File: src/rtl/core/ntpc_pkg.sv
// Package for the nearest-target pursuit controller: types, constants, arctangent table.
// No dependencies.
package ntpc_pkg;

  localparam int unsigned IdBitsDefault = 8;
  localparam int unsigned CordicStepsDefault = 14;
  localparam int unsigned AtanTableLen = 20;

  localparam logic [1:0] FUNC_POSE = 2'd0;
  localparam logic [1:0] FUNC_CAND = 2'd1;
  localparam logic [1:0] FUNC_TICK = 2'd2;

  localparam logic [1:0] REG_SELECT = 2'd0;
  localparam logic [1:0] REG_KPLIN = 2'd1;
  localparam logic [1:0] REG_KPANG = 2'd2;
  localparam logic [1:0] REG_RADIUS = 2'd3;

  localparam logic signed [16:0] PiQ12 = 17'sd12868;
  localparam logic signed [16:0] TwoPiQ12 = 17'sd25736;
  localparam logic signed [35:0] HalfPiQ28 = 36'sd421657428;

  // Command handed from the front part to the back part.
  typedef struct packed {
    logic [15:0] tx;
    logic [15:0] ty;
    logic [15:0] rx;
    logic [15:0] ry;
    logic [14:0] hd;
    logic [15:0] tid;
  } tick_cmd_t;

  function automatic logic signed [35:0] atan_q28(input logic [4:0] idx);
    logic signed [35:0] v;
    v = '0;
    case (idx)
      5'd0: v = 36'sd210828714;
      5'd1: v = 36'sd124459457;
      5'd2: v = 36'sd65760959;
      5'd3: v = 36'sd33381290;
      5'd4: v = 36'sd16755422;
      5'd5: v = 36'sd8385879;
      5'd6: v = 36'sd4193963;
      5'd7: v = 36'sd2097109;
      5'd8: v = 36'sd1048571;
      5'd9: v = 36'sd524287;
      5'd10: v = 36'sd262144;
      5'd11: v = 36'sd131072;
      5'd12: v = 36'sd65536;
      5'd13: v = 36'sd32768;
      5'd14: v = 36'sd16384;
      5'd15: v = 36'sd8192;
      5'd16: v = 36'sd4096;
      5'd17: v = 36'sd2048;
      5'd18: v = 36'sd1024;
      5'd19: v = 36'sd512;
      default: v = '0;
    endcase
    return v;
  endfunction

endpackage

File: src/rtl/core/ntpc_front.sv
// Front part: keeps pose and target-list state, turns ticks into commands.
// Depends on ntpc_pkg.
module ntpc_front #(
  parameter int unsigned IdBits = 8
) (
  input  logic                   clk_i,
  input  logic                   rst_ni,
  input  logic                   valid_i,
  output logic                   ready_o,
  input  logic [1:0]             func_i,
  input  logic signed [15:0]     x_pos_i,
  input  logic signed [15:0]     y_pos_i,
  input  logic signed [14:0]     heading_i,
  input  logic [IdBits-1:0]      cand_id_i,
  input  logic                   cand_first_i,
  input  logic                   cand_last_i,
  input  logic                   select_nearest_i,
  input  logic                   release_i,
  input  logic                   caught_i,
  output logic                   cmd_valid_o,
  input  logic                   cmd_ready_i,
  output ntpc_pkg::tick_cmd_t    cmd_o
);
  import ntpc_pkg::*;

  // A candidate is worked in steps: difference, square, then sum and compare. Ticks
  // wait until the back part has reported whether the target was released.
  localparam logic [1:0] F_IDLE = 2'd0;
  localparam logic [1:0] F_SQ = 2'd1;
  localparam logic [1:0] F_CMP = 2'd2;
  localparam logic [1:0] F_WAIT = 2'd3;

  logic [1:0] st_q, st_d;
  logic signed [15:0] rx_q, ry_q, tx_q, ty_q, bx_q, by_q, cx_q, cy_q;
  logic signed [14:0] hd_q;
  logic [IdBits-1:0] tid_q, bid_q, cid_q;
  logic [32:0] bd_q;
  logic pose_q, held_q, cfirst_q, clast_q;
  logic signed [16:0] ddx_q, ddy_q;
  logic [33:0] sqx_q, sqy_q;
  logic [32:0] d2;
  logic [15:0] tid_ext;
  logic take;

  assign ready_o = (st_q == F_IDLE) && !(cmd_valid_o && !cmd_ready_i);
  assign d2 = sqx_q[32:0] + sqy_q[32:0];
  assign take = cfirst_q || (select_nearest_i && (d2 < bd_q));
  always_comb begin
    tid_ext = '0;
    tid_ext[IdBits-1:0] = tid_q;
  end

  always_comb begin
    st_d = st_q;
    case (st_q)
      F_IDLE: begin
        if (valid_i && ready_o && func_i == FUNC_CAND) begin
          st_d = F_SQ;
        end else if (valid_i && ready_o && func_i == FUNC_TICK && pose_q && held_q) begin
          st_d = F_WAIT;
        end
      end
      F_SQ: st_d = F_CMP;
      F_CMP: st_d = F_IDLE;
      F_WAIT: begin
        if (release_i) begin
          st_d = F_IDLE;
        end
      end
      default: st_d = F_IDLE;
    endcase
  end

  always_ff @(posedge clk_i or negedge rst_ni) begin
    if (!rst_ni) begin
      st_q <= F_IDLE;
      pose_q <= 1'b0;
      held_q <= 1'b0;
      cmd_valid_o <= 1'b0;
      rx_q <= '0; ry_q <= '0; hd_q <= '0;
      tx_q <= '0; ty_q <= '0; tid_q <= '0;
      bx_q <= '0; by_q <= '0; bid_q <= '0; bd_q <= '0;
    end else begin
      st_q <= st_d;
      if (cmd_valid_o && cmd_ready_i) begin
        cmd_valid_o <= 1'b0;
      end
      if (st_q == F_IDLE && valid_i && ready_o) begin
        if (func_i == FUNC_POSE) begin
          rx_q <= x_pos_i; ry_q <= y_pos_i; hd_q <= heading_i; pose_q <= 1'b1;
        end else if (func_i == FUNC_TICK && pose_q && held_q) begin
          cmd_valid_o <= 1'b1;
        end
      end
      if (st_q == F_WAIT && release_i && caught_i) begin
        held_q <= 1'b0;
      end
      if (st_q == F_CMP) begin
        if (take) begin
          bx_q <= cx_q; by_q <= cy_q; bid_q <= cid_q; bd_q <= d2;
        end
        if (clast_q) begin
          tx_q <= take ? cx_q : bx_q;
          ty_q <= take ? cy_q : by_q;
          tid_q <= take ? cid_q : bid_q;
          held_q <= 1'b1;
        end
      end
    end
  end

  // release_i pulses for one cycle when the back part finishes a tick;
  // caught_i comes with it when the target was reached and must be dropped.
  always_ff @(posedge clk_i) begin
    if (st_q == F_IDLE && valid_i && ready_o) begin
      cx_q <= x_pos_i; cy_q <= y_pos_i; cid_q <= cand_id_i;
      cfirst_q <= cand_first_i; clast_q <= cand_last_i;
      ddx_q <= 17'(x_pos_i) - 17'(rx_q);
      ddy_q <= 17'(y_pos_i) - 17'(ry_q);
    end
    if (st_q == F_SQ) begin
      sqx_q <= 34'(ddx_q * ddx_q);
      sqy_q <= 34'(ddy_q * ddy_q);
    end
  end

  assign cmd_o = '{tx: tx_q, ty: ty_q, rx: rx_q, ry: ry_q, hd: hd_q, tid: tid_ext};

  a_cmd_needs_wait: assert property (@(posedge clk_i) disable iff (!rst_ni)
    cmd_valid_o |-> st_q == F_WAIT)
    else $error("command pending outside wait state");
  a_no_accept_busy: assert property (@(posedge clk_i) disable iff (!rst_ni)
    st_q == F_WAIT |-> !ready_o)
    else $error("front accepted while tick in flight");
  a_sq_follows: assert property (@(posedge clk_i) disable iff (!rst_ni)
    st_q == F_SQ |=> st_q == F_CMP)
    else $error("candidate sequence broken");
endmodule

File: config.mk
export PLATFORM = sky130hd
export DESIGN_NAME = ntpc_front
export DESIGN_NICKNAME = d
export VERILOG_FILES = /design/src/rtl/core/ntpc_pkg.sv /design/src/rtl/core/ntpc_front.sv
export SDC_FILE = /design/constraint.sdc
export NUM_CORES = 2
export LEC_CHECK = 0
export CORE_UTILIZATION = 35
export DETAILED_ROUTE_END_ITERATION = 12
export DONT_BUFFER_PORTS = 1
export MAX_ROUTING_LAYER = met4
export SYNTH_ARGS = -nofsm -noshare
export SYNTH_HDL_FRONTEND = slang
export SYNTH_SLANG_ARGS = --single-unit
File: constraint.sdc
create_clock -name clk_i -period 14.7 [get_ports clk_i]
set_input_delay 0.735 -clock clk_i [delete_from_list [all_inputs] [get_ports clk_i]]
set_output_delay 0.735 -clock clk_i [all_outputs]
set_load 0.02 [all_outputs]
# --- Word level (Yosys, flattened, before mapping) ---
# Index checks and enable logic that the tools add are counted.
word_totals:
  regBits: 307
  out_inout_bits: 97
  word_cells: 74
op_classes:
  addsub: 3
  multipliers: 2
  magnitude_cmp: 1
  eq_ne: 7
  muxes: 14
  n_reduce_logical: 24
op_table:
  columns: ["op", "count"]
  rows:
  - ["17-bit by 17-bit multiplier with 33-bit output", 2]
  - ["16-bit by 16-bit subtractor with 17-bit output", 2]
  - ["33-bit adder", 1]
  - ["33-bit less-than comparator", 1]
  - ["16-bit 2-to-1 mux", 2]
  - ["1-bit logical AND", 15]
  - ["8-bit 2-to-1 mux", 1]
  - ["2-bit one-hot mux with 4 select lines", 1]
  - ["2-bit AND reduction", 4]
  - ["1-bit 2-to-1 mux", 7]
  - ["2-bit == test (second input constant)", 3]
  - ["2-bit 2-to-1 mux", 3]
  - ["2-bit by 1-bit == test with 1-bit output (second input constant)", 2]
  - ["2-bit zero test", 2]
  - ["3-bit by 1-bit != test with 1-bit output (second input constant)", 1]
  - ["1-bit zero test", 2]
  - ["2-bit != test (second input constant)", 1]
  - ["1-bit logical OR", 1]

# --- Longest topological paths before layout ---
depth:
  word_depth: 11
  depth_mapped: 27
  depth_no_buf: 24

# --- Worst setup path after synthesis ---
# No wires, ideal clock.
synth_timing:
  path_kind: "flip-flop to flip-flop"
  start: "reg ddy_q[16]"
  end: "reg sqy_q[32] (data pin)"
  setup_time_ps: 276
  t_arrival_ps: 6192
  required_ps: 14424
  setup_slack_ps: 8232
  path_stages_with_launch: 22
  n_path_buf: 2
  synth_period_minus_slack_ps: 6468
  cell_sequence: "edfxtp_1 clkbuf_1 clkbuf_1 nand2_1 fa_1 inv_1 fa_1 fa_1 fa_1 fa_1 inv_1 fa_1 inv_1 ha_1 a21oi_1 o21bai_1 a21o_1 a2111oi_0 nor3_1 a22o_1 o41ai_1 o211ai_1"
synth_between:
  elab_chain_len: 1
synth_lines:
  columns: ["element", "line_no", "rtl"]
  rows:
  - ["start: declaration", "ntpc_front.sv:39", "logic signed [16:0] ddx_q, ddy_q;"]
  - ["start signal: assignment", "ntpc_front.sv:119", "ddy_q <= 17'(y_pos_i) - 17'(ry_q);"]
  - ["17-bit by 17-bit multiplier with 33-bit output", "ntpc_front.sv:123", "sqy_q <= 34'(ddy_q * ddy_q);"]
  - ["end signal: assignment", "ntpc_front.sv:123", null]
  - ["end: declaration", "ntpc_front.sv:40", "logic [33:0] sqx_q, sqy_q;"]
# Every way passes these cells.
# A chain may end at the register's enable or synchronous reset.

# --- Worst setup path after layout ---
layout_timing:
  start: "reg ddx_q[14]"
  end: "reg sqx_q[32] (data pin)"
layout_between:
  elab_chain_len: 1
layout_lines:
  columns: ["element", "line_no", "rtl"]
  rows:
  - ["start: declaration", "ntpc_front.sv:39", null]
  - ["start signal: assignment", "ntpc_front.sv:118", "ddx_q <= 17'(x_pos_i) - 17'(rx_q);"]
  - ["17-bit by 17-bit multiplier with 33-bit output", "ntpc_front.sv:122", "sqx_q <= 34'(ddx_q * ddx_q);"]
  - ["end signal: assignment", "ntpc_front.sv:122", null]
  - ["end: declaration", "ntpc_front.sv:40", null]
# Every way passes these cells.

==> results.cfg <==
[outcome]
status = finished clean

[sta]
hold_viol = 0
maxSlewHeadroom_pct = 26.7
min_period_ns = 7.25
tightest_slew_ns = 1.10
setup-tns-final_ns = 0
finalMaxSlewViolations = 0
setup_violations = 0
finalCritPeriodShare_pct = 49.3
max_freq_mhz = 138
rsz0062_at_grt = false
skew_ns = 0.0382

[synth]
synthTopCellsByArea = fa_1 (32%), edfxtp_1 (13%), dfrtp_1 (12%), ha_1 (9.9%), inv_1 (8.5%)
synth_area_mm2 = 0.0334
synth_seq_area_share_pct = 25.0
yosysUniqueCellTypes = 75
synth_common_cells = inv_1 (757), fa_1 (526), nand2_1 (294), ha_1 (265), dfrtp_1 (165)
yosysWarnings = 0
ys_ff_latch = 305
synth_edf_count = 140
synth_top_area_share_pct = 31.5
yosys.cell_count.top_type = inv_1
synthArstFlopShare_pct = 54.1
synth_cells = 3245
avgSynthCellArea_um2 = 10.3
yosys.area.top_type = fa_1
synthFlopType = dfrtp_1

[setup_path]
cp.arrival_ns = 7.53
crit_chain = inv_1 > nor2_1 > ha_1 > xor2_1 > fa_1 > fa_1 > inv_1 > fa_1 > fa_1 > inv_1 > fa_1 > inv_1 > ha_1 > and3_1 > nand4_1 > nor2_1 > o311ai_0 > a41o_1 > a21oi_1 > mux2i_1 > nand4_1
path_buf_inv = 4
critPathTopFamily = adder cells
crit_slowest_cell = edfxtp_1
end_kind = register
worstSetupPathType = reg2reg
cp_max_fo = 13
worstPathRequired_ns = 14.98
crit_path_frequent_cell = fa_1
cp-start-kind = register
critPathMaxStageDelay_ns = 0.84

[clock_network]
cts_resized = 0
clk_pin_slew_ns = 0.06
ctsHtreeMaxLevel = 2
cts_buffers = 35
root_buffer = clkbuf_16
cts_tree = yes
cts_hold_repair.buffers = 1
clock-sinks = 305
clk_latency_ns = 0.55
cts_setup_buffers = 0
cts_buffer_depth = 3

[global_routing]
grt_max_degree = 166
overflow = 0
antenna_found_initial = 3
grt_pass1_wl_um = 119000
track_usage_pct = 15.8
grt_pass1_vias = 23400

[finish]
fillers = 9378
ff_latch_area_mm2 = 0.00833
area_growth_pct = 7.52
nets = 4063
multi_input_area_mm2 = 0.0219
layout-drive-gt1-share_pct = 5.20

[detailed_routing]
drc = 0
drt-total-wl_um = 71300
wl_per_cell_um = 15.9
ant_nets = 0
vias_per_cell = 4.73
vias = 21200
drt_iter0_drc = 827
drtPass1Iterations = 5

[floorplanning]
die_w_um = 311
core_mm2 = 0.0939
fp-row-count = 112
ios = 163
dieArea_mm2 = 0.0967
die_h_um = 311
start_util_pct = 35.6

[placed_design]
port-buffer-count = 0
gp_congestion = 0.871
dp_hpwl_um = 57300

[hold_path]
hold_class = in2async

[run]
cap_violations = 0
-- metrics by stage --
stage	std cells	instance area (µm²)	hold slack [ns]	util, %	setup slack, ns
final	4490	35900	0.152	38.2	7.45
after global routing	4490	35900	0.250	38.2	7.12
after CTS	4487	35900	0.245	38.2	7.54
after detailed placement	4422	34700	0.443	37.0	7.58
after global placement	4422	34700	0.444	37.0	7.57
after floorplan	3252	33400	0.439	-	8.23
-- per-layer routing --
| metal | part of all wire [%] | track usage, % | wire [µm] |
|---|---|---|---|
| met5 | 0 | - | 0 |
| met4 | 2.6 | 4.02 | 1830 |
| met3 | 5.5 | 2.95 | 3900 |
| met2 | 51 | 27.5 | 36200 |
| met1 | 41 | 18.6 | 29500 |
-- layout by cell type, fill, tap and decap left out, drive strengths merged, types with 67 or more instances in the layout --
master / n
fa: 526
edfxtp: 140
xnor2: 91
nand2: 294
o21ai: 139
and2: 106
mux2: 67
inv: 760
nor2: 99
ha: 265
dfrtp: 165
a21oi: 75
-- logic make-up (layout without fill, tap and decap cells) --
family / count (synthesis) / count (layout) / share of synthesized area [%]
xor gates and xnor gates: 124 / 124 / 3.25
adders and majority gates: 791 / 791 / 41.5
DFF: 305 / 305 / 25.0
other: 1 / 11 / 0.0112
muxes: 111 / 111 / 3.59
and+or+nand+nor: 683 / 683 / 9.62
buffers and inverters: 850 / 831 / 9.69
AOI/OAI and AO/OA: 380 / 380 / 7.43
-- area by class of cell --
type                            instances  share of cell area [%]
Timing Repair Buffer                   10                   0.265
Clock buffer                           45                    2.72
Multi-Input combinational cell       2097                    61.0
Inverter                              757                    7.92
Clock inverter                         19                   0.544
Antenna cell                            3                  0.0209
Sequential cell                       305                    23.2
Tap cell                             1254                    4.37
-- registers in the layout, summed over array words and instances (netlist names), 2 cells and up --
signal / flops
cid_q: 8
tx_q: 16
sqy_q: 32
ty_q: 16
cy_q: 16
st_q: 2
rx_q: 16
by_q: 16
hd_q: 15
sqx_q: 32
ry_q: 16
ddx_q: 17
bid_q: 8
ddy_q: 17
bd_q: 33
bx_q: 16
tid_q: 8
cx_q: 16
-- path summary, 6_finish.rpt --
kind,cells after the start,endpoint,start,slack [ns]
min in group clk_i,0,cid_q[7],cand_id_i[7],0.28
worst min register to register,1,pose_q,pose_q,0.50
worst max register to register,21,sqx_q[32],ddx_q[14],7.45
worst min-delay path,1,bid_q[7],rst_ni,0.15
worst max-delay path,21,sqx_q[32],ddx_q[14],7.45
max in group asynchronous,1,bd_q[15],rst_ni,13.78
Power is left out: the tool's default activity adds up to more than one toggle a clock period on the data nets, which glitch-free logic cannot reach.
