`config.mk`:
```
export PLATFORM = sky130hd
export DESIGN_NAME = ntpc_back
export DESIGN_NICKNAME = d
export VERILOG_FILES = /design/src/rtl/core/ntpc_pkg.sv /design/src/rtl/core/ntpc_back.sv
export SDC_FILE = /design/constraint.sdc
export NUM_CORES = 2
export LEC_CHECK = 0
export BUFFER_PORTS_ARGS = -buffer_cell sky130_fd_sc_hd__buf_2
export CORE_UTILIZATION = 50
export DETAILED_ROUTE_END_ITERATION = 8
export PLACE_DENSITY = 0.66
export SETUP_SLACK_MARGIN = 0.05
export SLEW_MARGIN = 20
export SYNTH_ARGS = -nofsm -noshare
export SYNTH_HDL_FRONTEND = slang
export SYNTH_SLANG_ARGS = --single-unit
```
`constraint.sdc`:
```
create_clock -name clk_i -period 13.6 [get_ports clk_i]
set_clock_uncertainty 0.05 [all_clocks]
set_input_delay 1.36 -clock clk_i [delete_from_list [all_inputs] [get_ports clk_i]]
set_output_delay 1.36 -clock clk_i [all_outputs]
set_load 0.01 [all_outputs]
```
`src/rtl/core/ntpc_pkg.sv`:
```
// Package for the nearest-target pursuit controller: types, constants, arctangent table.
// No dependencies.
package ntpc_pkg;

  localparam int unsigned IdBitsDefault = 8;
  localparam int unsigned CordicStepsDefault = 14;
  localparam int unsigned AtanTableLen = 20;

  localparam logic [1:0] FUNC_POSE = 2'd0;
  localparam logic [1:0] FUNC_CAND = 2'd1;
  localparam logic [1:0] FUNC_TICK = 2'd2;

  localparam logic [1:0] REG_SELECT = 2'd0;
  localparam logic [1:0] REG_KPLIN = 2'd1;
  localparam logic [1:0] REG_KPANG = 2'd2;
  localparam logic [1:0] REG_RADIUS = 2'd3;

  localparam logic signed [16:0] PiQ12 = 17'sd12868;
  localparam logic signed [16:0] TwoPiQ12 = 17'sd25736;
  localparam logic signed [35:0] HalfPiQ28 = 36'sd421657428;

  // Command handed from the front part to the back part.
  typedef struct packed {
    logic [15:0] tx;
    logic [15:0] ty;
    logic [15:0] rx;
    logic [15:0] ry;
    logic [14:0] hd;
    logic [15:0] tid;
  } tick_cmd_t;

  function automatic logic signed [35:0] atan_q28(input logic [4:0] idx);
    logic signed [35:0] v;
    v = '0;
    case (idx)
      5'd0: v = 36'sd210828714;
      5'd1: v = 36'sd124459457;
      5'd2: v = 36'sd65760959;
      5'd3: v = 36'sd33381290;
      5'd4: v = 36'sd16755422;
      5'd5: v = 36'sd8385879;
      5'd6: v = 36'sd4193963;
      5'd7: v = 36'sd2097109;
      5'd8: v = 36'sd1048571;
      5'd9: v = 36'sd524287;
      5'd10: v = 36'sd262144;
      5'd11: v = 36'sd131072;
      5'd12: v = 36'sd65536;
      5'd13: v = 36'sd32768;
      5'd14: v = 36'sd16384;
      5'd15: v = 36'sd8192;
      5'd16: v = 36'sd4096;
      5'd17: v = 36'sd2048;
      5'd18: v = 36'sd1024;
      5'd19: v = 36'sd512;
      default: v = '0;
    endcase
    return v;
  endfunction

endpackage

```
`src/rtl/core/ntpc_back.sv`:
```
// Back part: distance by bitwise square root, angle by iterative CORDIC, gains and saturation.
// Depends on ntpc_pkg.
module ntpc_back #(
  parameter int unsigned IdBits = 8,
  parameter int unsigned CordicSteps = 14
) (
  input  logic                 clk_i,
  input  logic                 rst_ni,
  input  logic                 cmd_valid_i,
  output logic                 cmd_ready_o,
  input  ntpc_pkg::tick_cmd_t  cmd_i,
  input  logic [11:0]          kp_linear_i,
  input  logic [11:0]          kp_angular_i,
  input  logic [14:0]          capture_radius_i,
  output logic                 done_o,
  output logic                 caught_o,
  output logic                 out_valid_o,
  input  logic                 out_ready_i,
  output logic [14:0]          linear_speed_o,
  output logic signed [15:0]   angular_speed_o,
  output logic                 caught_flag_o,
  output logic [IdBits-1:0]    caught_id_o
);
  import ntpc_pkg::*;

  localparam logic [2:0] B_IDLE = 3'd0;
  localparam logic [2:0] B_DIFF = 3'd1;
  localparam logic [2:0] B_SQ = 3'd2;
  localparam logic [2:0] B_CHK = 3'd3;
  localparam logic [2:0] B_ITER = 3'd4;
  localparam logic [2:0] B_MUL = 3'd5;
  localparam logic [2:0] B_OUT = 3'd6;
  localparam int unsigned CntW = 5;

  logic [2:0] st_q;
  logic signed [16:0] dx_q, dy_q;
  logic [33:0] sqx_q, sqy_q;
  logic [29:0] r2_q;
  logic [32:0] rem_q;
  logic [32:0] root_q;
  logic [32:0] bit_q;
  logic signed [35:0] cx_q, cy_q, cz_q;
  logic [CntW-1:0] i_q;
  logic [28:0] lin_q;
  logic signed [30:0] ang_q;
  logic [IdBits-1:0] tid_q;
  logic [32:0] d2;
  logic signed [35:0] xs, ys, zround;
  logic signed [16:0] ang12, err, errw;
  logic [33:0] trial;
  logic sqrt_busy;

  assign d2 = sqx_q[32:0] + sqy_q[32:0];
  assign xs = cx_q >>> i_q;
  assign ys = cy_q >>> i_q;
  assign zround = (cz_q + 36'sd32768) >>> 16;
  assign ang12 = zround[16:0];
  assign err = ang12 - 17'(signed'(cmd_i.hd));
  assign errw = (err > PiQ12) ? err - TwoPiQ12 : ((err < -PiQ12) ? err + TwoPiQ12 : err);
  assign trial = 34'(root_q) + 34'(bit_q);
  assign sqrt_busy = bit_q != '0;
  assign cmd_ready_o = st_q == B_IDLE && !out_valid_o;

  always_ff @(posedge clk_i or negedge rst_ni) begin
    if (!rst_ni) begin
      st_q <= B_IDLE;
      out_valid_o <= 1'b0;
      done_o <= 1'b0;
      caught_o <= 1'b0;
    end else begin
      done_o <= 1'b0;
      caught_o <= 1'b0;
      if (out_valid_o && out_ready_i) begin
        out_valid_o <= 1'b0;
      end
      case (st_q)
        B_IDLE: if (cmd_valid_i && cmd_ready_o) st_q <= B_DIFF;
        B_DIFF: st_q <= B_SQ;
        B_SQ: st_q <= B_CHK;
        B_CHK: begin
          if ({1'b0, d2} <= 34'(r2_q)) begin
            out_valid_o <= 1'b1; done_o <= 1'b1; caught_o <= 1'b1;
            st_q <= B_IDLE;
          end else begin
            st_q <= B_ITER;
          end
        end
        B_ITER: if (i_q == CntW'(CordicSteps) && !sqrt_busy) st_q <= B_MUL;
        B_MUL: st_q <= B_OUT;
        B_OUT: begin
          out_valid_o <= 1'b1; done_o <= 1'b1; st_q <= B_IDLE;
        end
        default: st_q <= B_IDLE;
      endcase
    end
  end

  always_ff @(posedge clk_i) begin
    case (st_q)
      B_IDLE: begin
        dx_q <= 17'(signed'(cmd_i.tx)) - 17'(signed'(cmd_i.rx));
        dy_q <= 17'(signed'(cmd_i.ty)) - 17'(signed'(cmd_i.ry));
        tid_q <= cmd_i.tid[IdBits-1:0];
      end
      B_DIFF: begin
        sqx_q <= 34'(dx_q * dx_q);
        sqy_q <= 34'(dy_q * dy_q);
        r2_q <= 30'(capture_radius_i * capture_radius_i);
      end
      B_SQ: ;
      B_CHK: begin
        linear_speed_o <= '0; angular_speed_o <= '0;
        caught_flag_o <= 1'b1; caught_id_o <= tid_q;
        // The squared distance is below 2^33, so the root starts at 4^16.
        rem_q <= d2; root_q <= '0; bit_q <= 33'(1) << 32;
        i_q <= '0;
        if (dx_q < 0) begin
          if (dy_q >= 0) begin
            cx_q <= 36'(dy_q) <<< 14; cy_q <= -(36'(dx_q) <<< 14); cz_q <= HalfPiQ28;
          end else begin
            cx_q <= -(36'(dy_q) <<< 14); cy_q <= 36'(dx_q) <<< 14; cz_q <= -HalfPiQ28;
          end
        end else begin
          cx_q <= 36'(dx_q) <<< 14; cy_q <= 36'(dy_q) <<< 14; cz_q <= '0;
        end
      end
      B_ITER: begin
        if (sqrt_busy) begin
          if ({1'b0, rem_q} >= trial) begin
            rem_q <= rem_q - trial[32:0];
            root_q <= (root_q >> 1) + bit_q;
          end else begin
            root_q <= root_q >> 1;
          end
          bit_q <= bit_q >> 2;
        end
        if (i_q != CntW'(CordicSteps)) begin
          if (cy_q > 0) begin
            cx_q <= cx_q + ys; cy_q <= cy_q - xs; cz_q <= cz_q + atan_q28(i_q);
          end else begin
            cx_q <= cx_q - ys; cy_q <= cy_q + xs; cz_q <= cz_q - atan_q28(i_q);
          end
          i_q <= i_q + 1'b1;
        end
      end
      B_MUL: begin
        lin_q <= 29'(kp_linear_i * 29'(root_q[16:0]));
        ang_q <= 31'($signed({1'b0, kp_angular_i}) * errw);
      end
      B_OUT: begin
        linear_speed_o <= (lin_q[28:10] > 19'd32767) ? 15'h7FFF : lin_q[24:10];
        if ((ang_q >>> 12) > 31'sd32767) angular_speed_o <= 16'sh7FFF;
        else if ((ang_q >>> 12) < -31'sd32768) angular_speed_o <= -16'sh8000;
        else angular_speed_o <= 16'(ang_q >>> 12);
        caught_flag_o <= 1'b0; caught_id_o <= '0;
      end
      default: ;
    endcase
  end

  a_done_with_out: assert property (@(posedge clk_i) disable iff (!rst_ni)
    done_o |-> out_valid_o)
    else $error("done without a result");
  a_caught_done: assert property (@(posedge clk_i) disable iff (!rst_ni)
    caught_o |-> done_o && caught_flag_o)
    else $error("release without a caught result");
  a_idle_only_accept: assert property (@(posedge clk_i) disable iff (!rst_ni)
    (cmd_valid_i && cmd_ready_o) |=> st_q == B_DIFF)
    else $error("command lost");
endmodule

```
# Word-level counts from Yosys, hierarchy flattened
# Memories as Yosys holds them, arrays and structs flattened. A register that Yosys moved wholly into a read port is not among the register bits.
# Index checks and enable logic that the tools add are counted.
# W data, S select, Z words.
[word_totals]
wordCells = 140
register_bits = 455
output_inout_bits = 44
rom_bits = 1792
mem_count = 2
[op_classes]
shift = 2
mul = 5
reduce_logical = 14
n_addsub = 19
order_cmp = 10
n_mux = 52
eq_ne = 13
[memory_table]
columns = ["memory", "depth", "word_bits", "read_ports", "rd_clocked_by_memory_dff", "wr", "line_no", "rtl"]
rows = [
  ["(no name shown)", 32, 28, 1, 1, 0, "ntpc_pkg.sv:35", "case (idx)"],
  ["(no name shown)", 32, 28, 1, 1, 0, "ntpc_pkg.sv:35", ""],
]
[ops]
columns = ["op", "n"]
rows = [
  ["$mux W36", 18],
  ["$pmux W36 S2", 3],
  ["$pmux W33 S2", 3],
  ["$mux W33", 5],
  ["$add A36 B36 Y36", 3],
  ["$sub A36 B36 Y36", 3],
  ["$neg A31 Y36", 2],
  ["$sshr A36 B5 Y36", 2],
  ["$mul A17 B17 Y33", 2],
  ["$gt A36 B1 Y1 const B", 1],
  ["$add A33 B33 Y34", 1],
  ["$ge A33 B34 Y1", 1],
  ["$mux W17", 2],
  ["$sub A16 B16 Y17", 2],
  ["$add A32 B33 Y33", 1],
  ["$add A33 B17 Y33 const B", 1],
  ["$add A33 B33 Y33", 1],
  ["$le A33 B30 Y1", 1],
  ["$reduce_bool A33 Y1", 1],
  ["$sub A33 B33 Y33", 1],
  ["$mux W16", 2],
  ["$pmux W16 S2", 1],
  ["$mul A13 B17 Y30", 1],
  ["$mul A15 B15 Y30", 1],
  ["other kinds (34)", 56],
]

# Logic depth before layout (Yosys ltp)
[logic_depth]
depth_word = 8
depth_mapped = 42

# Least setup slack after synthesis
# No wires, ideal clock.
[synth_path]
kind = "input to register"
startpoint = "in cmd_i[16] (netlist name)"
endpoint = "reg ang_q[25] (data pin)"
setup_time_ns = 0.258
slack_ns = 3.725
path_stages = 35
t_arrival_ns = 9.567
cell_sequence = "ha_1 inv_1 fa_1 a21o_1 a21oi_1 xnor2_1 ha_1 o311ai_0 a2111o_1 a221o_1 and4_1 o31ai_1 clkbuf_1 o22ai_1 xnor2_1 clkbuf_1 and2_1 fa_1 inv_1 fa_1 inv_1 fa_1 fa_1 fa_1 ha_1 a21o_1 a21oi_1 o22a_1 nand3_1 a31oi_1 o21ba_2 o21ai_0 a21o_1 a21oi_1 xnor2_1"
[synth_between]
elab_chain_len = 5
word_cells_on_any_way = 8
cone_classes = "add/sub (3); mul (1); order compare (2); mux (2)"
[synth_lines]
columns = ["item", "line_no", "rtl"]
rows = [
  ["start, declared", "ntpc_back.sv:11", "input ntpc_pkg::tick_cmd_t cmd_i,"],
  ["$sub A17 B15 Y17 (*)", "ntpc_back.sv:58", "assign err = ang12 - 17'(signed'(cmd_i.hd));"],
  ["$add A17 B16 Y17 / $lt A17 B15 Y1 (equally long branches)", "ntpc_back.sv:59", "assign errw = (err > PiQ12) ? err - TwoPiQ12 : ((err < -PiQ12) ? err + TwoPiQ12 : err);"],
  ["$mux W17", "ntpc_back.sv:59", ""],
  ["$mux W17 (*)", "ntpc_back.sv:59", ""],
  ["$mul A13 B17 Y30 (*)", "ntpc_back.sv:148", "ang_q <= 31'($signed({1'b0, kp_angular_i}) * errw);"],
  ["end signal, assigned", "ntpc_back.sv:148", ""],
  ["end, declared", "ntpc_back.sv:45", "logic signed [30:0] ang_q;"],
]
# Mark *: on every way between the ends. The rest lies on a longest branch, timed or not.
# A chain may end at the register's enable or synchronous reset.

# Worst setup path in the final report
[layout_path]
startpoint = "reg cz_q[15]"
endpoint = "reg ang_q[29] (netlist name)"
[layout_between]
elab_chain_len = 6
word_cells_on_any_way = 9
cone_classes = "add/sub (4); mul (1); order compare (2); mux (2)"
[layout_lines]
columns = ["item", "line_no", "rtl"]
rows = [
  ["start, declared", "ntpc_back.sv:42", "logic signed [35:0] cx_q, cy_q, cz_q;"],
  ["start signal, assigned", "ntpc_back.sv:119", "cx_q <= 36'(dy_q) <<< 14; cy_q <= -(36'(dx_q) <<< 14); cz_q <= HalfPiQ28;"],
  ["start signal, assigned", "ntpc_back.sv:121", "cx_q <= -(36'(dy_q) <<< 14); cy_q <= 36'(dx_q) <<< 14; cz_q <= -HalfPiQ28;"],
  ["start signal, assigned", "ntpc_back.sv:139", "cx_q <= cx_q + ys; cy_q <= cy_q - xs; cz_q <= cz_q + atan_q28(i_q);"],
  ["$add A33 B17 Y33 (*)", "ntpc_back.sv:56", "assign zround = (cz_q + 36'sd32768) >>> 16;"],
  ["$sub A17 B15 Y17 (*)", "ntpc_back.sv:58", ""],
  ["$add A17 B16 Y17 / $lt A17 B15 Y1 (equally long branches)", "ntpc_back.sv:59", ""],
  ["$mux W17", "ntpc_back.sv:59", ""],
  ["$mux W17 (*)", "ntpc_back.sv:59", ""],
  ["$mul A13 B17 Y30 (*)", "ntpc_back.sv:148", ""],
]
# Marked as above.

==> results.yml <==
sta:
  slew-limit-headroom: 0.253
  setup_viol: 0
  timing.setup.tns_ns: 0
  fmax_mhz: 92.5
  hold_viol: 0
  grt_setup_unrepaired: "no"
  fin_crit_sh: 0.795
  worst_pin_slew_ns: 1.11
  drv_slew: 0
  period_needed_ns: 10.81
  holdWs_ns: 0.463
clock_network:
  cts.clk_slew.worst_paths_ns: 0.06
  cts_buffers: 59
  clock-root-buffer: "clkbuf_16"
  ctsHtreeMaxLevel: 2
  cts_sinks: 439
  clk_latency_ns: 0.69
  cts_buffer_depth: 3
  cts_tree: "built"
  post-cts-setup-buffer-count: 0
  cts-hold-fix-buffers: 0
  cts_resized: 0
global_route:
  grt_max_degree: 88
  grt_antenna_before_repair: 2
  track_usage: 0.250
  grt_pass1_wl_mm: 304
  gr-total-overflow: 0
  grt_pass1_vias: 57500
yosys:
  yosys.cell_types.count: 97
  async_flop_share: 0.0137
  ys.flop_type: "edfxtp_1"
  netlist_instances: 8001
  yosysSeqAreaShare: 0.172
  syn-cell-area_um2: 74900
  ys_seq_elements: 439
  synth_edf_count: 405
  ys_warn_count: 0
  avgSynthCellArea_um2: 9.36
  syn_nets: 9839
final_layout:
  design_area_um2: 79600
  fin_util: 0.537
  drive_gt1_frac: 0.0662
  area_growth_pct: 6.29
  layout.nets: 9836
route:
  ant_nets: 0
  firstDrtPassIters: 7
  via_count: 56700
  wire_per_inst_um: 18.8
  drc_errors: 0
  viasPerCell: 5.68
  routed_wirelength_mm: 187
  drt_iter0_drc: 3830
floorplanning:
  num_rows: 141
  die_area_um2: 151000
  fp.dieW_um: 389
  pin_count: 182
  core-area_um2: 148000
  die_y_um: 389
  initial_core_util: 0.506
worst_setup_path:
  crit_path_end_kind: "flip-flop"
  slowest_stage: "nor3_1"
  path_class: "flip-flop to flip-flop"
  cp.arrival_ns: 11.19
  required_ns: 13.98
  path_max_fanout: 12
  max_stage_delay_ns: 0.92
  cp_common_cell: "fa_1"
  cp-start-kind: "flip-flop"
flow_run:
  max-cap-violations: 0
placed_design:
  place_area_um2: 77500
  io_buffers: 173
  place_congestion: 0.932
  hpwl_mm: 148
worst_hold_path:
  hp-class: "flip-flop to flip-flop"
outcome:
  status: "complete, no violations"
## path summary, 6_finish.rpt
kind / start / slack, ns / cells past startpoint / end
min in group asynchronous: rst_ni / 0.49 / 1 / out_valid_o
hold reg to reg: tid_q[7] / 0.46 / 1 / caught_id_o[7]
setup reg to reg: cz_q[15] / 2.79 / 32 / ang_q[29]
setup / recovery: cz_q[15] / 2.79 / 32 / ang_q[29]
max in group asynchronous: rst_ni / 12.78 / 1 / st_q[0]
hold / removal: tid_q[7] / 0.46 / 1 / caught_id_o[7]
## sequential cells by signal, summed over array words and instances (netlist names), 29 cells and up, named ones only
register	flops
cx_q	36
cy_q	36
cz_q	33
r2_q	29
rem_q	33
root_q	33
sqx_q	32
sqy_q	32
## through the flow
step                worst slack (ns)  instances
detailed placement              2.02       9866
global placement                1.91       9866
floorplan                       3.73       8001
global route                    2.22       9977
finish                          2.79       9978
CTS                             2.48       9976
## Yosys cell counts, types with 10 or more instances
cell type  count  share of area
and3_1        64         0.0053
nand3_1       96         0.0064
o41ai_1       17         0.0020
mux4_2        75          0.023
edfxtp_1     405           0.16
o21bai_1      56         0.0056
o21ai_0      311          0.021
a31o_2        18         0.0021
o211ai_1      53         0.0053
nor4_1        29         0.0024
a21boi_0      26         0.0026
ha_1         690           0.12
nand2_1      737          0.037
a211o_1       22         0.0026
o31a_1        12         0.0014
or3_1         34         0.0028
o32ai_1       10         0.0012
and2_1       346          0.029
xnor2_1      308          0.036
a21oi_1      332          0.022
o2111ai_1     11         0.0013
dfxtp_1       28         0.0075
or2_2         26         0.0022
and4_1        11         0.0013
nor3_1       114         0.0076
inv_1       1322          0.066
nand2b_1      74         0.0062
a211oi_1      50         0.0050
nor2_1       464          0.023
nand4_1       35         0.0029
a21o_1       143          0.014
mux2_2        36         0.0054
mux4_1        22         0.0077
o21a_1        78         0.0078
nor2b_1       78         0.0065
xor2_1       219          0.026
buf_1         19        0.00095
fa_1        1010           0.27
o31ai_1       38         0.0038
mux2i_1       51         0.0068
clkbuf_1     256          0.013
o22ai_1       15         0.0013
a31oi_1       60         0.0050
buf_2         18         0.0012
## final cells by class
cell class / count / area [µm²]
fillers: 13400 / 68600
multi-input cells: 5922 / 55900
flip-flops and latches: 439 / 12900
inverters: 1336 / 5020
well taps: 1930 / 2410
clock buffers: 71 / 1610
repair buffers: 240 / 1370
clock inverters: 39 / 467
diodes: 1 / 2.50
## kinds of logic (layout without fill, tap and decap cells)
kind of cell / Yosys count / in the layout / share of synthesized area
buffers and inverters: 1640 / 1686 / 0.0835
muxes: 184 / 184 / 0.0425
other: 0 / 1 / 0
DFF: 439 / 439 / 0.172
AOI/OAI and AO/OA: 1351 / 1351 / 0.117
xor gates and xnor gates: 527 / 527 / 0.0616
and+or+nand+nor: 2160 / 2160 / 0.139
adders and majority gates: 1700 / 1700 / 0.385
## critical path: cells and delay by family (launching register included)
kind	cells	cell delay [ns]
compound gates	13	3.52
simple gates	6	1.74
fa+ha+maj	8	3.41
xor+xnor	3	1.05
flops	1	0.45
buf+inv	2	0.34
## layer usage
metal / wire [µm] / global-route usage / vias to the layer above / part of all wire
li1: - / - / 26500 / -
met5: 0 / 0 / - / 0
met3: 10500 / 0.0275 / 328 / 0.056
met4: 6800 / 0.0835 / 0 / 0.036
met2: 90600 / 0.423 / 1592 / 0.48
met1: 79400 / 0.334 / 28300 / 0.42
## layout by cell type (no fill, tap or decap), types with 67 or more instances in the layout
cell type  netlist  routed
a21o_1         143     143
a21oi_1        332     332
and2_1         346     345
buf_2           18     173
buf_4            4      67
edfxtp_1       405     405
fa_1          1010    1010
ha_1           690     690
inv_1         1322    1320
mux4_2          75      75
nand2_1        737     736
nand2b_1        74      74
nand3_1         96      95
nor2_1         464     460
nor2b_1         78      78
nor3_1         114     113
o21a_1          78      78
o21ai_0        311     310
xnor2_1        308     305
xor2_1         219     219
Power is left out: the tool's default activity adds up to more than one toggle a clock period on the data nets, which glitch-free logic cannot reach.
